[config.mk]
export PLATFORM = sky130hd
export DESIGN_NAME = can_command_frame_parser_core
export DESIGN_NICKNAME = d
export VERILOG_FILES = /design/src/hdl/ccfp_pkg.sv /design/src/hdl/ccfp_parser.sv /design/src/hdl/can_command_frame_parser_core.sv
export VERILOG_INCLUDE_DIRS = /design/src /design/src/hdl
export SDC_FILE = /design/constraint.sdc
export NUM_CORES = 1
export LEC_CHECK = 0
export BUFFER_PORTS_ARGS = -buffer_cell sky130_fd_sc_hd__clkbuf_2
export CELL_PAD_IN_SITES_DETAIL_PLACEMENT = 1
export CELL_PAD_IN_SITES_GLOBAL_PLACEMENT = 1
export CORE_ASPECT_RATIO = 0.75
export CORE_UTILIZATION = 40
export CTS_BUF_LIST = sky130_fd_sc_hd__clkbuf_8
export DETAILED_ROUTE_END_ITERATION = 10
export GPL_TIMING_DRIVEN = 0
export PLACE_DENSITY = 0.66
export SLEW_MARGIN = 20
export SYNTH_ARGS = -nofsm -noshare
export SYNTH_HDL_FRONTEND = slang
export SYNTH_SLANG_ARGS = --single-unit
[constraint.sdc]
create_clock -name clk -period 9.7 [get_ports clk]
set_input_delay 1.94 -clock clk [delete_from_list [all_inputs] [get_ports clk]]
set_output_delay 1.94 -clock clk [all_outputs]
set_load 0.005 [all_outputs]
[src/hdl/can_command_frame_parser_core_defines.svh]
// ----------------------------------------------------------------------------
// CAN command frame parser assertion macros
// Shared property forms used by the assertions of the parser core.
// ----------------------------------------------------------------------------
`ifndef CAN_COMMAND_FRAME_PARSER_CORE_DEFINES_SVH
`define CAN_COMMAND_FRAME_PARSER_CORE_DEFINES_SVH

// The consequent must hold in the same cycle as the antecedent.
`define CCFP_ASSERT_SAME(lbl, ante, cons, msg) \
  lbl: assert property (@(posedge clk) disable iff (!rst_n) (ante) |-> (cons)) \
    else $error(msg);

// The consequent must hold in the cycle after the antecedent.
`define CCFP_ASSERT_NEXT(lbl, ante, cons, msg) \
  lbl: assert property (@(posedge clk) disable iff (!rst_n) (ante) |=> (cons)) \
    else $error(msg);

`endif

[src/hdl/ccfp_pkg.sv]
// ----------------------------------------------------------------------------
// CAN command frame parser package
// Shared widths, frame layout constants and the parsed command type.
// ----------------------------------------------------------------------------
package ccfp_pkg;

  localparam int CNT_W = 5;
  localparam int OUT_DATA_W = 120;

  localparam logic [7:0] MODE_STD = 8'd0;
  localparam logic [7:0] MODE_EXT = 8'd1;
  localparam logic [7:0] MAX_LEN = 8'd8;

  localparam logic [CNT_W-1:0] CHECK_IDX = 5'd5;
  localparam logic [CNT_W-1:0] STD_BASE = 5'd4;
  localparam logic [CNT_W-1:0] EXT_BASE = 5'd6;
  localparam logic [CNT_W-1:0] STD_TOTAL = 5'd6;
  localparam logic [CNT_W-1:0] EXT_TOTAL = 5'd8;
  localparam logic [CNT_W-1:0] EXT_LEN_IDX = 5'd5;
  localparam logic [CNT_W-1:0] STD_LEN_IDX = 5'd3;
  localparam logic [CNT_W-1:0] ID_FIRST_IDX = 5'd1;
  localparam logic [CNT_W-1:0] ID_LAST_IDX = 5'd4;

  typedef struct packed {
    logic        extended_frame;
    logic [31:0] frame_id;
    logic [3:0]  data_length;
    logic [63:0] payload;
    logic [15:0] repeat_interval;
    logic        send_once;
  } cmd_t;

endpackage

[src/hdl/ccfp_parser.sv]
// ----------------------------------------------------------------------------
// CAN command frame parser field capture
// Sorts each byte into its frame field by position and flags a finished frame.
// ----------------------------------------------------------------------------
module ccfp_parser (
  input  logic                clk,
  input  logic                rst_n,
  input  logic                byte_vld,
  input  logic [7:0]          byte_in,
  output logic                cmd_vld,
  output ccfp_pkg::cmd_t      cmd
);

  logic [ccfp_pkg::CNT_W-1:0] cnt_r, cnt_nxt;
  logic                       ext_r, ext_nxt;
  logic                       mode_bad_r, mode_bad_nxt;
  logic [7:0]                 len_r, len_nxt;
  logic [31:0]                id_r, id_nxt;
  logic [63:0]                pay_r, pay_nxt;
  logic [7:0]                 ivl_hi_r, ivl_hi_nxt;

  logic [ccfp_pkg::CNT_W-1:0] base;
  logic [ccfp_pkg::CNT_W-1:0] off;
  logic [ccfp_pkg::CNT_W-1:0] need;
  logic [ccfp_pkg::CNT_W-1:0] cnt_inc;
  logic [7:0]                 len_now;
  logic                       check;
  logic                       bad;
  logic                       done;
  logic                       past_hdr;
  logic                       is_data;
  logic                       is_ivl_hi;
  logic [15:0]                ivl;

  always_comb begin
    cnt_inc   = cnt_r + 5'd1;
    base      = ext_r ? ccfp_pkg::EXT_BASE : ccfp_pkg::STD_BASE;
    off       = cnt_r - base;
    past_hdr  = (cnt_r >= base) && (cnt_r != '0);
    len_now   = (ext_r && cnt_r == ccfp_pkg::EXT_LEN_IDX) ? byte_in : len_r;
    check     = cnt_r >= ccfp_pkg::CHECK_IDX;
    bad       = check && (mode_bad_r || len_now > ccfp_pkg::MAX_LEN);
    need      = (ext_r ? ccfp_pkg::EXT_TOTAL : ccfp_pkg::STD_TOTAL) + {1'b0, len_now[3:0]};
    done      = check && !bad && (cnt_inc == need);
    is_data   = past_hdr && ({3'b000, off} < len_r);
    is_ivl_hi = past_hdr && ({3'b000, off} == len_r);
    ivl       = {ivl_hi_r, byte_in};
  end

  always_comb begin
    cnt_nxt      = cnt_r;
    ext_nxt      = ext_r;
    mode_bad_nxt = mode_bad_r;
    len_nxt      = len_r;
    id_nxt       = id_r;
    pay_nxt      = pay_r;
    ivl_hi_nxt   = ivl_hi_r;
    if (byte_vld) begin
      cnt_nxt = (bad || done) ? '0 : cnt_inc;
      if (cnt_r == '0) begin
        ext_nxt      = (byte_in == ccfp_pkg::MODE_EXT);
        mode_bad_nxt = (byte_in != ccfp_pkg::MODE_EXT) && (byte_in != ccfp_pkg::MODE_STD);
        pay_nxt      = '0;
      end
      if (cnt_r >= ccfp_pkg::ID_FIRST_IDX && cnt_r <= ccfp_pkg::ID_LAST_IDX) begin
        id_nxt = {id_r[23:0], byte_in};
      end
      if ((ext_r && cnt_r == ccfp_pkg::EXT_LEN_IDX) ||
          (!ext_r && cnt_r == ccfp_pkg::STD_LEN_IDX)) begin
        len_nxt = byte_in;
      end
      for (int k = 0; k < 8; k++) begin
        if (is_data && off[2:0] == k[2:0]) begin
          pay_nxt[8*k +: 8] = byte_in;
        end
      end
      if (is_ivl_hi) begin
        ivl_hi_nxt = byte_in;
      end
    end
  end

  always_ff @(posedge clk) begin
    if (!rst_n) begin
      cnt_r <= '0;
    end else begin
      cnt_r <= cnt_nxt;
    end
    ext_r      <= ext_nxt;
    mode_bad_r <= mode_bad_nxt;
    len_r      <= len_nxt;
    id_r       <= id_nxt;
    pay_r      <= pay_nxt;
    ivl_hi_r   <= ivl_hi_nxt;
  end

  assign cmd_vld = byte_vld && done;

  always_comb begin
    cmd.extended_frame  = ext_r;
    cmd.frame_id        = ext_r ? id_r : {16'h0000, id_r[31:16]};
    cmd.data_length     = len_now[3:0];
    cmd.payload         = pay_r;
    cmd.repeat_interval = ivl;
    cmd.send_once       = (ivl == 16'h0000);
  end

endmodule

[src/hdl/can_command_frame_parser_core.sv]
// A received byte is registered on acceptance and parsed once the result side can take it.
// A finished command passes the byte register and then the result register before it shows on out_tvalid.
// One byte is accepted per cycle while the result side is not stalled.
// The byte stage and the result register set the rate; nothing iterates.
// Synchronous active-low reset empties both stages and starts a new frame.
// ----------------------------------------------------------------------------
// CAN command frame parser core
// Collects serial bytes into command frames and emits each parsed command.
// ----------------------------------------------------------------------------
module can_command_frame_parser_core (
  input  logic         clk,
  input  logic         rst_n,
  input  logic         in_tvalid,
  output logic         in_tready,
  input  logic [7:0]   in_tdata,   // [7:0] rx_byte
  output logic         out_tvalid,
  input  logic         out_tready,
  // [31:0] frame_id, [35:32] data_length, [99:36] payload,
  // [115:100] repeat_interval, [116] send_once, [119:117] zero
  output logic [ccfp_pkg::OUT_DATA_W-1:0] out_tdata,
  output logic         out_tuser   // [0] extended_frame
);

  `include "can_command_frame_parser_core_defines.svh"

  logic                 in_vld_r;
  logic [7:0]           in_byte_r;
  logic                 out_vld_r, out_vld_nxt;
  logic [ccfp_pkg::OUT_DATA_W-1:0] out_data_r;
  logic                 out_user_r;
  logic                 adv;
  logic                 cmd_vld;
  ccfp_pkg::cmd_t       cmd;

  assign adv       = in_vld_r && (!out_vld_r || out_tready);
  assign in_tready = !in_vld_r || adv;

  ccfp_parser u_parser (
    .clk      (clk),
    .rst_n    (rst_n),
    .byte_vld (adv),
    .byte_in  (in_byte_r),
    .cmd_vld  (cmd_vld),
    .cmd      (cmd)
  );

  always_comb begin
    out_vld_nxt = out_vld_r;
    if (adv && cmd_vld) begin
      out_vld_nxt = 1'b1;
    end else if (out_tready) begin
      out_vld_nxt = 1'b0;
    end
  end

  always_ff @(posedge clk) begin
    if (!rst_n) begin
      in_vld_r  <= 1'b0;
      out_vld_r <= 1'b0;
    end else begin
      if (in_tready) begin
        in_vld_r <= in_tvalid;
      end
      out_vld_r <= out_vld_nxt;
    end
    if (in_tready && in_tvalid) begin
      in_byte_r <= in_tdata;
    end
    if (adv && cmd_vld) begin
      out_data_r <= {3'b000, cmd.send_once, cmd.repeat_interval, cmd.payload,
                     cmd.data_length, cmd.frame_id};
      out_user_r <= cmd.extended_frame;
    end
  end

  assign out_tvalid = out_vld_r;
  assign out_tdata  = out_data_r;
  assign out_tuser  = out_user_r;

  `CCFP_ASSERT_NEXT(a_cmd_lands, adv && cmd_vld, out_tvalid, "parsed command was not registered")
  `CCFP_ASSERT_SAME(a_len_range, out_tvalid, out_tdata[35:32] <= 4'd8, "data length above eight")
  `CCFP_ASSERT_SAME(a_once_flag, out_tvalid, out_tdata[116] == (out_tdata[115:100] == 16'h0000), "send-once flag disagrees with interval")
  `CCFP_ASSERT_SAME(a_std_id, out_tvalid && !out_tuser, out_tdata[31:16] == 16'h0000, "standard identifier wider than 16 bits")

endmodule

==> flow_metrics.py <==
metrics = {
    "clock_network": {
        "cts_tree": "done",
        "h-tree-depth": 2,
        "cts_buffers": 39,
        "clk_latency_ps": 530,
        "clk_path_buf_depth": 3,
        "cts_hold_buf": 0,
        "ctsResizeCount": 0,
        "post_cts_buffers": 0,
        "clk_pin_slew_worst_paths_ps": 60,
        "root_buffer": "clkbuf_8",
        "cts_sinks": 247,
    },
    "power": {
        "p_leak_nw": 3.89,
        "p_sw_share_pct": 21.9,
        "combPwrFrac_pct": 3.0,
        "p_int_mw": 1.60,
        "pwr-share-seq_pct": 58.9,
        "switchingPower_mw": 0.449,
        "clkPwrFrac_pct": 38.1,
        "powerDensity_nw_per_um2": 187,
        "ir_worst_vdd_uv": 91.1,
    },
    "drt": {
        "drtIter0Drc": 320,
        "ant_nets": 0,
        "finalWirelength_um": 20400,
        "vias": 5057,
        "wire_per_inst_um": 20.0,
        "drt_first_pass_iters": 5,
        "drc": 0,
        "drt-vias-per-instance": 4.95,
    },
    "sta": {
        "rsz0062_at_grt": "false",
        "period_minus_slack_ps": 4780,
        "max_slew_margin_pct": 40.4,
        "hold_violations": 0,
        "worst_slew_pin_slew_ps": 888,
        "max_freq_mhz": 209,
        "setup_viol": 0,
        "tns_ps": 0,
        "finalCritPeriodShare_pct": 49.3,
        "skew_ps": 24.7,
        "report.final.slew_viol_count": 0,
        "whs_ps": 418,
    },
    "critical_path": {
        "critPathBufInv": 5,
        "rrSetupSlack_ps": 4920,
        "crit_path_top_delay_cell": "nor2_4",
        "critical_path_arrival_ps": 5000,
        "path_delay_family": "buffers and inverters",
        "start_kind": "register",
        "crit_path_end_kind": "register",
        "required_ps": 9920,
        "cpPeakStageDelay_ps": 690,
        "worstPathMaxFanout": 28,
        "critical_path_class": "reg2reg",
        "crit_chain": "buf_4 > clkbuf_1 > inv_1 > ha_1 > fa_1 > xor2_1 > xnor2_1 > mux2_1 > a22oi_2 > nand4_1 > nor2_4 > buf_12 > buf_16",
    },
    "yosys": {
        "yosysUniqueCellTypes": 50,
        "synth_ff_type": "edfxtp_1",
        "synth_edf_count": 240,
        "postSynthCellCount": 524,
        "synth-seq-cells": 247,
        "avgSynthCellArea_um2": 17.4,
        "ys_seq_area_share_pct": 80.7,
        "synth_area_um2": 9100,
        "yosys_warnings": 0,
        "async_flop_share_pct": 0,
    },
    "min_path": {
        "min_path_type": "reg2reg",
    },
    "placed_design": {
        "placed_cell_area_um2": 10300,
        "port_buffers": 131,
        "place_hpwl_um": 14500,
        "gp_congestion": 0.823,
    },
    "grt": {
        "grt_max_degree": 29,
        "track_usage_pct": 17.7,
        "first_global_vias": 5407,
        "grt_pass1_wl_um": 30900,
        "grt_overflow": 0,
        "antenna_found_initial": 0,
    },
    "layout": {
        "diodes": 0,
        "regArea_um2": 7350,
        "nNetsFinal": 729,
        "drive_above_1_share_pct": 30.5,
        "multi_input_area_um2": 1630,
        "final_util_pct": 49.4,
        "fin_area_um2": 11000,
        "fillers": 2194,
        "area_growth_pct": 20.5,
    },
    "floorplanning": {
        "die_width_um": 176,
        "ios": 135,
        "core-area_um2": 22200,
        "die-area_um2": 23400,
        "rows": 47,
        "die_h_um": 133,
        "start_util_pct": 41.0,
    },
    "run": {
        "drv_cap": 0,
    },
    "run_status": {
        "status": "completed",
    },
}
cell type report:
class | instances | area share [%]
timing repair buffer | 136 | 7.10
multi-input combinational | 245 | 14.9
clock buffer | 41 | 5.15
inverter | 13 | 0.445
tap | 294 | 3.36
buffer | 21 | 1.07
sequential | 247 | 67.0
clock inverter | 24 | 0.970
power groups by stage:
stage	clock network, mW	registers, mW	logic (mW)
global route	0.840	1.21	0.0673
detailed placement	0	1.23	0.0608
CTS	0.805	1.21	0.0611
global placement	0	1.23	0.0544
floorplan	0	1.22	0.0389
finish	0.781	1.21	0.0611
cells by family (layout without fill, tap and decap cells):
kind of cell             count (synthesis)  count (layout)  share of synthesized area [%]
multiplexers                            20              20                           2.50
buffers and inverters                   34             235                           1.83
flip-flops                             247             247                           80.7
XOR/XNOR                                 9               9                          0.866
other                                    1               3                         0.0412
AO/OA/AOI/OAI                           36              36                           2.65
AND/OR/NAND/NOR                        163             163                           9.35
adder cells (fa/ha/maj)                 14              14                           2.01
worst paths after layout:
path	from	endpoint	cells after the start
worst max register to register	u_parser.ext_r$_DFFE_PP_	out_tdata[95]$_DFFE_PP_	13
worst max-delay path	u_parser.ext_r$_DFFE_PP_	out_tdata[95]$_DFFE_PP_	13
worst min register to register	u_parser.pay_r[38]$_SDFFCE_PN0P_	out_tdata[74]$_DFFE_PP_	0
worst min-delay path	u_parser.pay_r[38]$_SDFFCE_PN0P_	out_tdata[74]$_DFFE_PP_	0
metrics by stage:
step | worst slack, ps | power [mW] | cells
CTS | 4890 | 2.08 | 1021
global placement | -985 | 1.29 | 951
detailed placement | 4930 | 1.29 | 956
floorplan | 1560 | 1.26 | 526
global route | 4600 | 2.12 | 1021
finish | 4920 | 2.05 | 1021
sequential cells by signal, indices dropped and copies added, names as in the netlist:
name	flops
u_parser.ivl_hi_r	8
out_tvalid	1
u_parser.len_r	8
u_parser.ext_r	1
out_tuser	1
u_parser.cnt_r	5
in_vld_r	1
u_parser.mode_bad_r	1
in_byte_r	8
u_parser.id_r	32
out_tdata	117
u_parser.pay_r	64
cell usage in the layout, fill, tap and decap left out, drive strengths merged, types with 2 or more instances in the layout:
master  count
or3         4
o21a        4
nand3       6
xor2        4
buf        13
o21ai      10
nor3       36
inv        24
a21o        3
dfxtp       7
clkinv     13
mux2       19
edfxtp    240
nand2b     11
nand2      28
and2       18
o31ai       6
xnor2       5
ha         13
nor2b       4
conb        3
a21oi       5
nand4       2
or4         4
a21boi      3
nor2       42
clkbuf    185
cell usage after synthesis (2+ instances only):
| cell type | number | area share [%] |
|---|---|---|
| mux2_2 | 17 | 2.1 |
| o21a_1 | 4 | 0.33 |
| or4_4 | 2 | 0.25 |
| or3_1 | 4 | 0.27 |
| clkbuf_1 | 13 | 0.54 |
| a21o_1 | 3 | 0.25 |
| nand2b_1 | 11 | 0.76 |
| or4_1 | 2 | 0.16 |
| and2_1 | 18 | 1.2 |
| dfxtp_1 | 7 | 1.5 |
| o21ai_1 | 7 | 0.38 |
| nor2_1 | 41 | 1.7 |
| edfxtp_1 | 240 | 79 |
| o21ai_0 | 3 | 0.16 |
| nor3_1 | 36 | 2.0 |
| o31ai_1 | 6 | 0.50 |
| ha_1 | 13 | 1.8 |
| xor2_1 | 4 | 0.38 |
| nor2b_1 | 4 | 0.27 |
| a21oi_1 | 5 | 0.27 |
| buf_4 | 4 | 0.33 |
| nand4_1 | 2 | 0.14 |
| nand3_1 | 5 | 0.27 |
| a21boi_1 | 3 | 0.25 |
| inv_1 | 12 | 0.50 |
| xnor2_1 | 5 | 0.48 |
| nand2_1 | 28 | 1.2 |
| buf_6 | 3 | 0.37 |
layer usage:
layer / wire length (µm) / GRT usage [%] / vias up
li1: - / - / 2325
met1: 9220 / 24.2 / 2536
met2: 9630 / 28.0 / 164
met3: 1250 / 4.31 / 32
met4: 344 / 5.70 / 0
met5: 0 / 0 / -
No activity file was read; power rests on OpenSTA's default activity.
